===== src/sv/fli_ram.sv =====
// Generic single-port-write, single-port-read RAM with registered read.
module fli_ram #(
  parameter int unsigned Width = 64,
  parameter int unsigned Depth = 49
) (
  input  logic                     clk_i,
  input  logic                     we_i,
  input  logic [$clog2(Depth)-1:0] waddr_i,
  input  logic [Width-1:0]         wdata_i,
  input  logic [$clog2(Depth)-1:0] raddr_i,
  output logic [Width-1:0]         rdata_o
);
  logic [Width-1:0] mem_q [Depth];

  // Write port and registered read port.
  always_ff @(posedge clk_i) begin
    if (we_i) begin
      mem_q[waddr_i] <= wdata_i;
    end
    rdata_o <= mem_q[raddr_i];
  end
endmodule


===== config.mk =====
export PLATFORM = sky130hd
export DESIGN_NAME = fli_ram
export DESIGN_NICKNAME = d
export VERILOG_FILES = /design/src/sv/fli_ram.sv
export SDC_FILE = /design/constraint.sdc
export NUM_CORES = 2
export LEC_CHECK = 0
export BUFFER_PORTS_ARGS = -buffer_cell sky130_fd_sc_hd__buf_2
export CELL_PAD_IN_SITES_DETAIL_PLACEMENT = 0
export CELL_PAD_IN_SITES_GLOBAL_PLACEMENT = 1
export CORE_ASPECT_RATIO = 0.6
export CORE_MARGIN = 5
export CORE_UTILIZATION = 50
export CTS_CLUSTER_DIAMETER = 30
export DETAILED_ROUTE_END_ITERATION = 10
export HOLD_SLACK_MARGIN = 0.08
export PLACE_DENSITY = 0.85
export SETUP_SLACK_MARGIN = 0.5
export SYNTH_ARGS = -nofsm -noshare
export SYNTH_HDL_FRONTEND = slang
export SYNTH_SLANG_ARGS = --single-unit

===== constraint.sdc =====
create_clock -name clk_i -period 3.8 [get_ports clk_i]
set_input_delay 0.38 -clock clk_i [delete_from_list [all_inputs] [get_ports clk_i]]
set_output_delay 0.38 -clock clk_i [all_outputs]
set_load 0.01 [all_outputs]

# Yosys cells after proc, flatten, opt, wreduce, memory -nomap -nowiden
# Memory sizes are Yosys's and may differ from the RTL's. A register that Yosys moved wholly into a read port is not among the register bits.
# Cells that the tools add are included.
[totals]
ff_bits = 0
ram_bits = 3136
output_inout_bits = 64
n_memories = 1
[classes]
n_mux = 2
[mem_list]
columns = ["memory", "words", "width", "read_ports", "rd_clocked_by_memory_dff", "write_ports", "line_no", "source"]
rows = [
  ["mem_q", 49, 64, 1, 1, 1, "13", "logic [Width-1:0] mem_q [Depth];"],
]
[op_table]
columns = ["operator", "n"]
rows = [
  ["$mux 1", 2],
]

# Logic depth before layout (Yosys ltp)
[depth]
depth_word = 2
mapped_depth = 10
ltp_nobuf = 5

# Worst setup path after synthesis
# OpenSTA, ideal clock, no wires.
[synth_path]
path_type = "input to register"
start = "input waddr_i[3]"
end = "memory mem_q[39][0], enable pin"
t_arrival_ns = 3.716
path_slack_ns = -0.402
path_stages = 3
n_path_buf = 1
cell_sequence = "or3b_2 > clkbuf_1 > nor2_1"
[synth_lines]
columns = ["element", "line_no", "source"]
rows = [
  ["start: declaration", "8", "input logic [$clog2(Depth)-1:0] waddr_i,"],
  ["end: declaration", "13", ""],
]
# No word-level cell before the write port.

==> reports/results.ini <==
[status]
status=complete, no violations

[clock_network]
cts_tree=done
clk_path_buf_depth=4
cts-root-buf=clkbuf_16
ctsResizeCount=0
clk_pin_slew_ns=0.06
cts_made_buffers=397
cts_sinks=3200
hold_buffers=18
clock_latency_ns=0.89
post_cts_buffers=0
cts-htree-levels=5

[synthesis]
yosysWarnings=0
ys_top_cells_by_area=edfxtp_1 (78%), mux4_2 (11%), mux2i_1 (4.1%)
synthTopCellsByCount=edfxtp_1 (3136), mux4_2 (593), mux2i_1 (495), clkbuf_1 (170), o21ai_1 (121)
yosys_most_used_dff=edfxtp_1
synth_cell_types=36
syn_area_per_cell_sq_um=21.8
synth-edff-count=3136
syn_nets=5651
async_reset_ff_share_pct=0
netlist_area_sq_um=121000
yosysMostFrequentCell=edfxtp_1
yosysTopAreaCell=edfxtp_1
ys_seq_area_share_pct=78.6
syn_inst=5573
ys_ff_latch=3200
yosysTopAreaCellShare_pct=77.6

[cells_and_area]
area_growth_pct=16.4
fill_cells=16600
final-seq-area_sq_um=95500
drive_gt1_share_pct=27.1
stdcell_area_sq_um=141000
multi_input_area_sq_um=24900
stdcell_count=9637
final_nets=6097

[sta]
timing.slew.headroom_pct=18.9
fin_crit_ns=2.73
fmax_ghz=0.366
holdWs_ns=0.131
fin_crit_sh_pct=71.8
finalSetupViolCount=0
worstMarginPinSlew_ns=1.21
hold_viol=0
finalMaxSlewViolations=0
skew_ns=0.0630
rsz0062_at_grt=no

[die]
initial_utilization_pct=50.2
die_area_sq_um=253000
design.portCount=142
core_area_sq_um=242000
die_w_um=646
num_rows=140
die_height_um=392

[route]
drt-pass1-iter-count=5
drc=0
vias=62900
drt_iter0_markers=9285
ant_nets=0
wl_per_cell_um=33.8
viasPerCell=6.53
totalWireLength_um=325000

[global_routing]
grt_first_pass_wirelength_um=462000
grt_overflow=0
grt_max_degree=89
track_usage_pct=25.5
antenna_found_initial=26
grt_pass1_vias=62900

[worst_setup_path]
cp-end-kind=register
worstSetupPathType=input pin to register
cp.arrival_ns=3.54
start_kind=input pin
cp.required_ns=4.61
critPathMaxFanout=45

[power_and_ir_drop]
total_power_mw=81.0
powerDensity_nw_per_um2=573
peakVddDrop_uv=385
p_leak_nw=45.9

[hold_path]
min_path_type=input pin to register

[flow_run]
max_cap_viol_count=0

[placement]
io_buffers=141
placed_cells=8868
hpwl_um=169000
dpl_cell_area_sq_um=128000
gp_congestion=0.811

-- path summary, 6_finish.rpt --
path / slack, ns / to / start / cells after the start
setup / recovery: 1.07 / rdata_o[62] / raddr_i[3] / 8
hold / removal: 0.13 / mem_q[15][32] / wdata_i[32] / 1
setup reg to reg: 1.69 / rdata_o[11] / mem_q[5][11] / 5
hold reg to reg: 0.57 / rdata_o[5] / mem_q[48][5] / 3
-- critical path, cell delays in order --
cell and delay, ns:
dlygate4sd3_1 0.58, buf_8 0.27, or3b_4 0.73, buf_4 0.34
a221oi_1 0.76, o21ai_1 0.15, o211ai_1 0.16, a211o_1 0.12
-- logic make-up after synthesis --
kind of cell | synth area share [%]
and+or+nand+nor | 1.18
AOI/OAI and AO/OA | 3.42
muxes | 15.5
DFF | 78.6
buffers and inverters | 1.27
-- cell type report --
type                       count  area share [%]
timing repair buffer         368            2.34
clock buffer                 445            7.31
antenna                       13          0.0230
tap                         3266            2.89
sequential                  3200            67.5
clock inverter               293            2.29
multi-input combinational   2052            17.6
-- where the power goes --
| part | switching, mW | internal (mW) | leakage [nW] |
|---|---|---|---|
| clock network | 15.6 | 22.7 | 6.55 |
| logic | 2.23 | 1.28 | 10.6 |
| registers | 0.161 | 39.1 | 28.8 |
-- state kept, by name (all words and copies together) (netlist names) --
| signal | count |
|---|---|
| mem_q | 3136 |
| rdata_o | 64 |
-- per-stage QoR --
step	TNS, ns	setup slack, ns	util [%]
floorplan	-750.64	-0.402	-
global placement	0	0.664	52.7
detailed placement	0	0.603	52.7
CTS	0	1.23	58.4
global route	0	1.08	58.4
finish	0	1.07	58.4
-- layout by cell type, fill, tap and decap left out, types with 42 or more instances in the layout --
cell type  synthesis  layout
edfxtp_1        3136    3136
mux4_2           593     593
mux2i_1          495     495
clkbuf_16          0     404
buf_4             40     144
buf_2             84     137
o21ai_1          121     121
a21oi_1           94      94
o22ai_1           81      81
o21ai_0           71      71
nand2_1           70      69
inv_6              0      67
nor2_1           116      66
buf_12             0      66
o221ai_1          64      64
dfxtp_1           64      64
a221oi_1          63      63
nand3b_1          51      51
nor2_4             0      50
mux2_2            47      47
o211ai_1          47      47
a211o_1           47      47
clkinv_2           0      42
-- routing by layer --
metal  vias to the layer above  part of all wire [%]  global-route usage, %
li1                      24500                     -                      -
met3                       691                    15                   8.10
met2                      4862                    44                   36.5
met4                        14                   3.4                   8.34
met5                         -                 0.026                      0
met1                     32800                    38                   37.5
Power figures use the tool's default switching activity.
