`config.mk`:
```
export PLATFORM = sky130hd
export DESIGN_NAME = fli_div
export DESIGN_NICKNAME = d
export VERILOG_FILES = /design/src/sv/fli_div.sv
export SDC_FILE = /design/constraint.sdc
export NUM_CORES = 1
export LEC_CHECK = 0
export BUFFER_PORTS_ARGS = -buffer_cell sky130_fd_sc_hd__buf_4
export CORE_MARGIN = 2
export CORE_UTILIZATION = 58
export DETAILED_ROUTE_END_ITERATION = 12
export PLACE_DENSITY = 0.92
export SLEW_MARGIN = 20
export SYNTH_ARGS = -nofsm -noshare
export SYNTH_HDL_FRONTEND = slang
export SYNTH_SLANG_ARGS = --single-unit
```
`constraint.sdc`:
```
create_clock -name clk_i -period 6.7 [get_ports clk_i]
set_clock_uncertainty 0.05 [all_clocks]
set_input_delay 0.67 -clock clk_i [delete_from_list [all_inputs] [get_ports clk_i]]
set_output_delay 0.67 -clock clk_i [all_outputs]
set_load 0.01 [all_outputs]
```
`src/sv/fli_div.sv`:
```
// Restoring divider: 128-bit dividend by 64-bit divisor, one quotient bit per cycle.
module fli_div (
  input  logic         clk_i,
  input  logic         rst_ni,
  input  logic         start_i,
  input  logic [127:0] num_i,
  input  logic [63:0]  den_i,
  output logic         done_o,
  output logic [127:0] quot_o,
  output logic [63:0]  rem_o
);
  logic [7:0]   cnt_q;
  logic         busy_q;
  logic [127:0] q_q;
  logic [64:0]  r_q;
  logic [63:0]  d_q;
  logic [64:0]  r_sh;

  assign r_sh = {r_q[63:0], q_q[127]};

  // One shift-subtract step per cycle.
  always_ff @(posedge clk_i or negedge rst_ni) begin
    if (!rst_ni) begin
      busy_q <= 1'b0;
      cnt_q  <= '0;
      done_o <= 1'b0;
    end else begin
      done_o <= 1'b0;
      if (start_i) begin
        busy_q <= 1'b1;
        cnt_q  <= 8'd128;
      end else if (busy_q) begin
        cnt_q <= cnt_q - 8'd1;
        if (cnt_q == 8'd1) begin
          busy_q <= 1'b0;
          done_o <= 1'b1;
        end
      end
    end
  end

  always_ff @(posedge clk_i) begin
    if (start_i) begin
      q_q <= num_i;
      r_q <= '0;
      d_q <= den_i;
    end else if (busy_q) begin
      if (r_sh >= {1'b0, d_q}) begin
        r_q <= r_sh - {1'b0, d_q};
        q_q <= {q_q[126:0], 1'b1};
      end else begin
        r_q <= r_sh;
        q_q <= {q_q[126:0], 1'b0};
      end
    end
  end

  assign quot_o = q_q;
  assign rem_o  = r_q[63:0];
endmodule

```
---- Word-level counts from Yosys, hierarchy flattened ----
Index checks and enable logic that the tools add are counted.
operators by class
  multiplexer cells ....................... 12
  reductions and logical operators ........ 1
  $add $sub $neg .......................... 2
  order comparisons ....................... 1
  eq/ne operators ......................... 1
operators by type and width
  kind                                               count
  2-to-1 mux 128 bit                                 2
  greater-or-equal comparator 65 x 64 -> 1 bit       1
  2-to-1 mux 64 bit                                  1
  subtractor 64 bit                                  1
  2-to-1 mux 8 bit                                   2
  == test 8 x 1 -> 1 bit (second input constant)     1
  subtractor 8 x 1 -> 8 bit (second input constant)  1
  2-to-1 mux 1 bit                                   7
  nonzero test 2 bit                                 1
storage, ports and cells
  flip-flop bits (word level) ............. 266
  input bits .............................. 195
  output and inout bits ................... 193

---- Longest topological paths before layout ----
Gate-level depths: netlist of run 1.
  depth in word-level cells ............... 4
  mapped depth ............................ 14

---- Worst setup path before layout of run 1 ----
Ideal clock, no wire load.
  path kind ............................... input -> register
  start ................................... input start_i
  end ..................................... register q_q[0] (netlist: quot_o[0]) (enable)
  setup time .............................. 0.480 ns
  arrival time ............................ 3.751 ns
  stages .................................. 4
  path slack .............................. 2.419 ns
  cell sequence ........................... clkbuf_1 -> nor2_1 -> clkbuf_1 -> inv_1
on the way
  cells in the longest elaborated chain, start to end .. 1
RTL lines
  item                                 line  source
  start, declared                      5     input logic start_i,
  nonzero test 2 bit (no source line)  n/a
  end signal, assigned                 44    q_q <= num_i;
  end signal, assigned                 50    q_q <= {q_q[126:0], 1'b1};
  end signal, assigned                 53    q_q <= {q_q[126:0], 1'b0};
  end, declared                        14    logic [127:0] q_q;
No other way between the ends.
A chain may end at the register's enable or synchronous reset.

---- Worst setup path in the final report of run 1 ----
  start ................................... register q_q[127] (netlist: quot_o[127])
  end ..................................... register r_q[48]
on the way
  cells in the longest elaborated chain, start to end .. 2
RTL lines
  item                                                                               line    source
  subtractor 64 bit or greater-or-equal comparator 65 x 64 -> 1 bit (tied branches)  49, 48
  2-to-1 mux 64 bit *                                                                48      if (r_sh >= {1'b0, d_q}) begin
  end signal, assigned                                                               49      r_q <= r_sh - {1'b0, d_q};
  end signal, assigned                                                               52      r_q <= r_sh;
  end, declared                                                                      15      logic [64:0] r_q;
Mark *: on every way between the ends. The rest lies on a longest branch, timed or not.

==> impl_metrics.yaml, run 1 <==
global_routing:
  antenna_found_initial: 1
  grt_max_degree: 72
  grt_use_total_pct: 33.81
  overflow: 0
  grt_pass1_wl_um: 73760
  grt_pass1_vias: 13070
logic_synthesis:
  ys_async_sr_fraction_pct: 3.759
  ys_types: 74
  syn_area_per_cell_um2: 10.78
  ys.flop_type: "edfxtp_1"
  ys_warn_count: 0
  synth_edf_count: 192
  synthesis.nets: 1674
  yosysSeqAreaShare_pct: 47.94
  syn_area_um2: 15220
  synthCells: 1412
  synth-seq-cells: 266
pwr:
  p_seq_share_pct: 33.3
  switching_share_pct: 38.39
  pwr-share-clk_pct: 23.4
  p_switching_mw: 2.800
  p_int_mw: 4.494
  powerDensity_nw_per_um2: 378.4
  leakagePower_nw: 8.282
  power.share.combinational_pct: 43.3
  irDropWorstVdd_uv: 345.0
layout:
  final_layout_size_suffix_gt1_share_pct: 34.94
  nFillCells: 1707
  nets: 2022
  layout_commonest_cell: "buf_4"
  layout_common_cells: "buf_4 (396), edfxtp_1 (192), nand2_1 (134), mux2_2 (131), nor2_1 (95)"
  antenna_cells: 0
  area_growth_pct: 26.66
outcome:
  status: "finished clean"
critical_path:
  cp.required_ps: 7130
  endpoint_kind: "flop"
  critPathLaunchType: "flop"
  cp_data_arrival_time_ps: 4770
  crit_type: "flop to flop"
  cp_max_fo: 7
place:
  place_congestion: 0.9842
  dp_slack_ps: 2617
  port_buffers: 387
  hpwl_um: 36180
timing:
  hold_viol_final: 0
  setup_viol: 0
  worstMarginPinSlew_ps: 1137
  rsz0062_at_grt: "false"
  slew_headroom_pct: 23.24
  slew_viol_final: 0
  fin_ws_ps: 2360
  fin_tns_setup_ps: 0
  period_share_pct: 64.77
  max_freq_mhz: 230.4
  period_needed_ps: 4340
routing:
  drt-vias-per-instance: 6.254
  finalWirelength_um: 48810
  drt_iter0_markers: 1208
  drc: 0
  vias: 13250
  drtAntennaViolNets: 0
  drt_pre_antenna_iters: 7
  wl_per_cell_um: 23.04
clock_network:
  root_buffer: "clkbuf_16"
  clock_path_buffers: 3
  htreeDepth: 1
  path_clk_slew_ps: 60
  worst_skew_pair.late_latency_ps: 570
  cts_tree: "built"
  cts_buffers: 29
  cts_num_sinks: 266
die:
  rows: 59
  io_pins: 388
  dieArea_um2: 27550
  fp.dieW_um: 166.0
  die_h_um: 166.0
  core_um2: 25910
  start_util_pct: 58.74
job:
  cap_viol_max_count: 0
hold_path:
  hold_class: "input port to flop"
==> kinds of logic after synthesis <==
group,share of synthesized area (%)
AOI/OAI and AO/OA,17.07
xor gates and xnor gates,2.704
adders and majority gates,5.557
buffers and inverters,4.628
DFF,47.94
muxes,10.35
and+or+nand+nor,11.75
==> path summary, 6_finish.rpt <==
| check | from | endpoint | slack (ps) | cells after the start |
|---|---|---|---|---|
| hold reg to reg | r_q[35]$_SDFFE_PP0P_ | r_q[35]$_SDFFE_PP0P_ | 440 | 2 |
| max in group asynchronous | rst_ni | busy_q$_DFF_PN0_ | 6020 | 2 |
| min in group asynchronous | rst_ni | busy_q$_DFF_PN0_ | 420 | 2 |
| setup reg to reg | quot_o[127]$_DFFE_PP_ | r_q[48]$_SDFFE_PP0P_ | 2360 | 12 |
| hold / removal | den_i[15] | d_q[15]$_DFFE_PP_ | 220 | 1 |
| setup / recovery | quot_o[127]$_DFFE_PP_ | r_q[48]$_SDFFE_PP0P_ | 2360 | 12 |
==> flip-flops by register name, indices dropped and copies added, names as in the netlist <==
| register | flops |
|---|---|
| quot_o | 128 |
| d_q | 64 |
| r_q | 64 |
| cnt_q | 8 |
| busy_q | 1 |
| done_o | 1 |
==> synthesized netlist by cell type, types with 12 or more instances <==
cell	number	area [um2]
o21bai_1	15	112.6
nand4_1	18	112.6
xnor2_1	24	210.2
or3_1	12	75.07
nor2_1	96	360.4
buf_2	14	70.07
edfxtp_1	192	5766
mux2_2	131	1475
inv_1	84	315.3
a32oi_1	15	131.4
o21ai_0	70	350.3
nor3_1	22	110.1
xor2_1	23	201.4
a21oi_1	71	355.3
dfxtp_1	64	1281
ha_1	66	825.8
and3_1	14	87.58
clkbuf_1	56	210.2
a21o_1	32	240.2
nand2_1	134	503.0
a311oi_2	32	480.5
nand3_1	34	170.2
==> critical path, stage by stage, from the launching register on <==
cell and delay, ps:
edfxtp_1 490, inv_1 100, ha_1 200, fa_1 230
nand2b_1 140, a21oi_1 80, a211oi_1 650, o32ai_1 420
o311ai_0 1060, nand3_1 220, xor2_1 210, nand2_1 120
a311oi_2 280
==> final cells by class <==
class	count	area (um2)	area share, %
well taps	335	419.2	2.174
clock buffers	39	834.6	4.329
clock inverters	15	186.4	0.9670
repair buffers	398	2998	15.55
multi-input cells	981	7222	37.46
inverters	84	317.8	1.648
flip-flops and latches	266	7301	37.87
==> per-layer routing <==
metal	part of all wire, %	global-route usage, %	wire length (um)	vias up
met1	37	41.54	18250	6362
met3	8.9	7.531	4335	175
met2	48	56.18	23240	746
met5	0	0	0	-
met4	6.1	17.35	2984	0
li1	-	-	-	5962
==> through the flow <==
stage / cell area [um2] / hold slack (ps) / std cells / util [%] / power, mW
detailed placement: 18250 / 435.6 / 2063 / 70.42 / 5.514
floorplan: 15220 / 324.4 / 1412 / - / 4.464
CTS: 19280 / 207.6 / 2118 / 74.40 / 7.237
global placement: 18250 / 420.1 / 2063 / 70.42 / 5.411
finish: 19280 / 222.7 / 2118 / 74.40 / 7.294
global route: 19280 / 210.6 / 2118 / 74.40 / 7.637
==> power groups by stage <==
stage / Clock, mW / Combinational, mW / Sequential [mW]
final: 1.71 / 3.16 / 2.43
after global routing: 1.78 / 3.39 / 2.47
after CTS: 1.72 / 3.10 / 2.42
after detailed placement: 0 / 3.07 / 2.45
after global placement: 0 / 2.98 / 2.43
after floorplan: 0 / 1.98 / 2.49
==> timing repair <==
action                     4_1_cts  5_1_grt
resized for setup                0        0
hold endpoints to repair        10        0
setup endpoints to repair        0        0
hold buffers                     1        0
buffers inserted                 0        0
(Power assumes the default switching activity.)
==> run 2: changes to the inputs <==
--- a/config.mk
+++ b/config.mk
@@ -7,9 +7,9 @@
 export LEC_CHECK = 0
 export BUFFER_PORTS_ARGS = -buffer_cell sky130_fd_sc_hd__buf_4
 export CORE_MARGIN = 2
-export CORE_UTILIZATION = 58
+export CORE_UTILIZATION = 49
 export DETAILED_ROUTE_END_ITERATION = 12
-export PLACE_DENSITY = 0.92
+export PLACE_DENSITY = 0.84
 export SLEW_MARGIN = 20
 export SYNTH_ARGS = -nofsm -noshare
 export SYNTH_HDL_FRONTEND = slang
==> constraint.sdc (replaced) <==
create_clock -name clk_i -period 3.53 [get_ports clk_i]
set_clock_uncertainty 0.05 [all_clocks]
set_input_delay 0.353 -clock clk_i [delete_from_list [all_inputs] [get_ports clk_i]]
set_output_delay 0.353 -clock clk_i [all_outputs]
set_load 0.01 [all_outputs]
==> run 2 against run 1 <==
Design area is 7.3% higher. Global-route usage is 4.3 points lower. Sequential power is 89% higher. Final cell count is 9.2% higher. Power is 94% higher.
==> impl_metrics.yaml, run 2 (synthesized netlist as in run 1, its figures left out) <==
clock_network:
  worst_skew_pair.late_latency_ps: 590
  post_cts_buffers: 0
  path_clk_slew_ps: 70
  cts_tree: "built"
  cts_buffers: 31
  clock_path_buffers: 3
  root_buffer: "clkbuf_16"
  cts_num_sinks: 266
  htreeDepth: 1
layout:
  instances_no_fill: 2313
  layout_common_cells: "buf_4 (422), edfxtp_1 (192), nand2_1 (134), mux2_2 (131), dlygate4sd3_1 (99)"
  area_growth_pct: 35.86
  largest_reg_flops: 128
  final_layout_size_suffix_gt1_share_pct: 34.74
  antenna_cells: 0
  nFillCells: 2250
  layout_commonest_cell: "buf_4"
  fin_area_um2: 20680
  nets: 2154
  final_util_pct: 67.60
global_routing:
  antenna_found_initial: 0
  overflow: 0
  grt_pass1_wl_um: 76590
  grt_max_degree: 88
  grt_use_total_pct: 29.51
  grt_pass1_vias: 13670
critical_path:
  endpoint_kind: "flop"
  ff2ff_path_depth: 12
  cp_max_fo: 33
  crit_type: "flop to flop"
  critPathLaunchType: "flop"
  rr_startpoint: "r_q[7]$_SDFFE_PP0P_"
  crit_path_start: "r_q[7]$_SDFFE_PP0P_"
  timing.rr.end: "r_q[17]$_SDFFE_PP0P_"
  cp_data_arrival_time_ps: 3770
  cp.required_ps: 3970
  regToRegSetupSlack_ps: 190
  crit_path_end: "r_q[17]$_SDFFE_PP0P_"
job:
  cap_viol_max_count: 0
place:
  dp_slack_ps: -5.822
  placed_area_um2: 18640
  hpwl_um: 36030
  place_inst: 2156
  place_congestion: 0.9360
  port_buffers: 387
timing:
  fin_tns_setup_ps: 0
  worstMarginPinSlew_ps: 869.0
  setup_viol: 0
  rsz0062_at_grt: "false"
  whs_ps: 23.96
  period_needed_ps: 3335
  slew_headroom_pct: 41.95
  slew_viol_final: 0
  fin_ws_ps: 195.0
  max_freq_mhz: 299.8
  period_share_pct: 94.48
  hold_viol_final: 0
pwr:
  leakagePower_nw: 8.882
  switching_share_pct: 38.47
  p_seq_share_pct: 32.5
  powerDensity_nw_per_um2: 684.3
  pwr-share-clk_pct: 23.1
  irDropWorstVdd_uv: 419.2
  p_switching_mw: 5.443
  p_int_mw: 8.707
  power.share.combinational_pct: 44.3
  total_power_mw: 14.15
hold_path:
  hp-start: "num_i[68]"
  hold_class: "input port to flop"
outcome:
  status: "finished clean"
die:
  start_util_pct: 49.76
  dieArea_um2: 32490
  die_h_um: 180.2
  core_um2: 30590
  fp.dieW_um: 180.2
  io_pins: 388
  rows: 64
routing:
  drt_iter0_markers: 954
  wl_per_cell_um: 21.54
  drt_pre_antenna_iters: 6
  drc: 0
  drtAntennaViolNets: 0
  vias: 13420
  finalWirelength_um: 49820
  drt-vias-per-instance: 5.801
## run 2: cell count changes in the layout (fill, tap and decap cells not counted), moves of 2 or more
cell           before  now
buf_12              0    6
buf_4             396  422
clkbuf_8            5    2
clkinv_1            5    3
clkinv_2            4    9
clkinv_4            0    2
clkinvlp_4          1    4
dlygate4sd3_1       1   99
## run 2: timing repair
action / CTS / global route
hold endpoints to repair: 108 / 0
gates resized for setup: 1 / 5
hold buffers: 99 / 0
endpoints found under the setup margin: 5 / 57
## run 2: power groups by stage
| stage | logic, mW | registers, mW | clock network (mW) |
|---|---|---|---|
| 2_1_floorplan | 3.76 | 4.71 | 0 |
| 3_3_place_gp | 5.94 | 4.62 | 0 |
| 3_5_place_dp | 6.05 | 4.63 | 0 |
| 4_1_cts | 6.17 | 4.58 | 3.31 |
| 5_1_grt | 6.80 | 4.68 | 3.43 |
| 6_report | 6.27 | 4.60 | 3.27 |
## run 2: critical path, cell delays in order (launching register included)
cell	delay, ps
dfxtp_1	340
ha_1	360
a21o_1	190
a311o_1	350
a21oi_4	250
o221ai_2	180
a211oi_4	330
o31ai_4	90
buf_4	180
a21oi_4	260
buf_12	250
nand2_1	90
a311oi_2	280
## run 2: worst min path at each step
| stage | endpoint | depth (start not counted) | slack [ps] |
|---|---|---|---|
| final | quot_o[68]$_DFFE_PP_ | 2 | 20 |
| after global routing | quot_o[71]$_DFFE_PP_ | 2 | 8 |
| after CTS | quot_o[92]$_DFFE_PP_ | 2 | 0.2 |
| after detailed placement | done_o$_DFF_PN0_ | 1 | 140 |
| after global placement | done_o$_DFF_PN0_ | 1 | 140 |
| after floorplan | busy_q$_DFF_PN0_ | 0 | 7 |
## run 2: final cells by class
type	instances	area, um2	area share [%]
sequential	266	7301	35.31
multi-input combinational	981	7239	35.01
timing repair buffer	528	4294	20.77
clock buffer	36	814.5	3.939
tap	396	495.5	2.396
inverter	84	319.1	1.543
clock inverter	22	215.2	1.041
## run 2: per-layer routing
| metal | share of wire (%) | GRT usage (%) | vias to the layer above |
|---|---|---|---|
| li1 | - | - | 6232 |
| met3 | 7.2 | 6.306 | 108 |
| met2 | 50 | 51.86 | 571 |
| met4 | 4.1 | 11.03 | 0 |
| met5 | 0 | 0.1481 | - |
| met1 | 39 | 35.48 | 6506 |
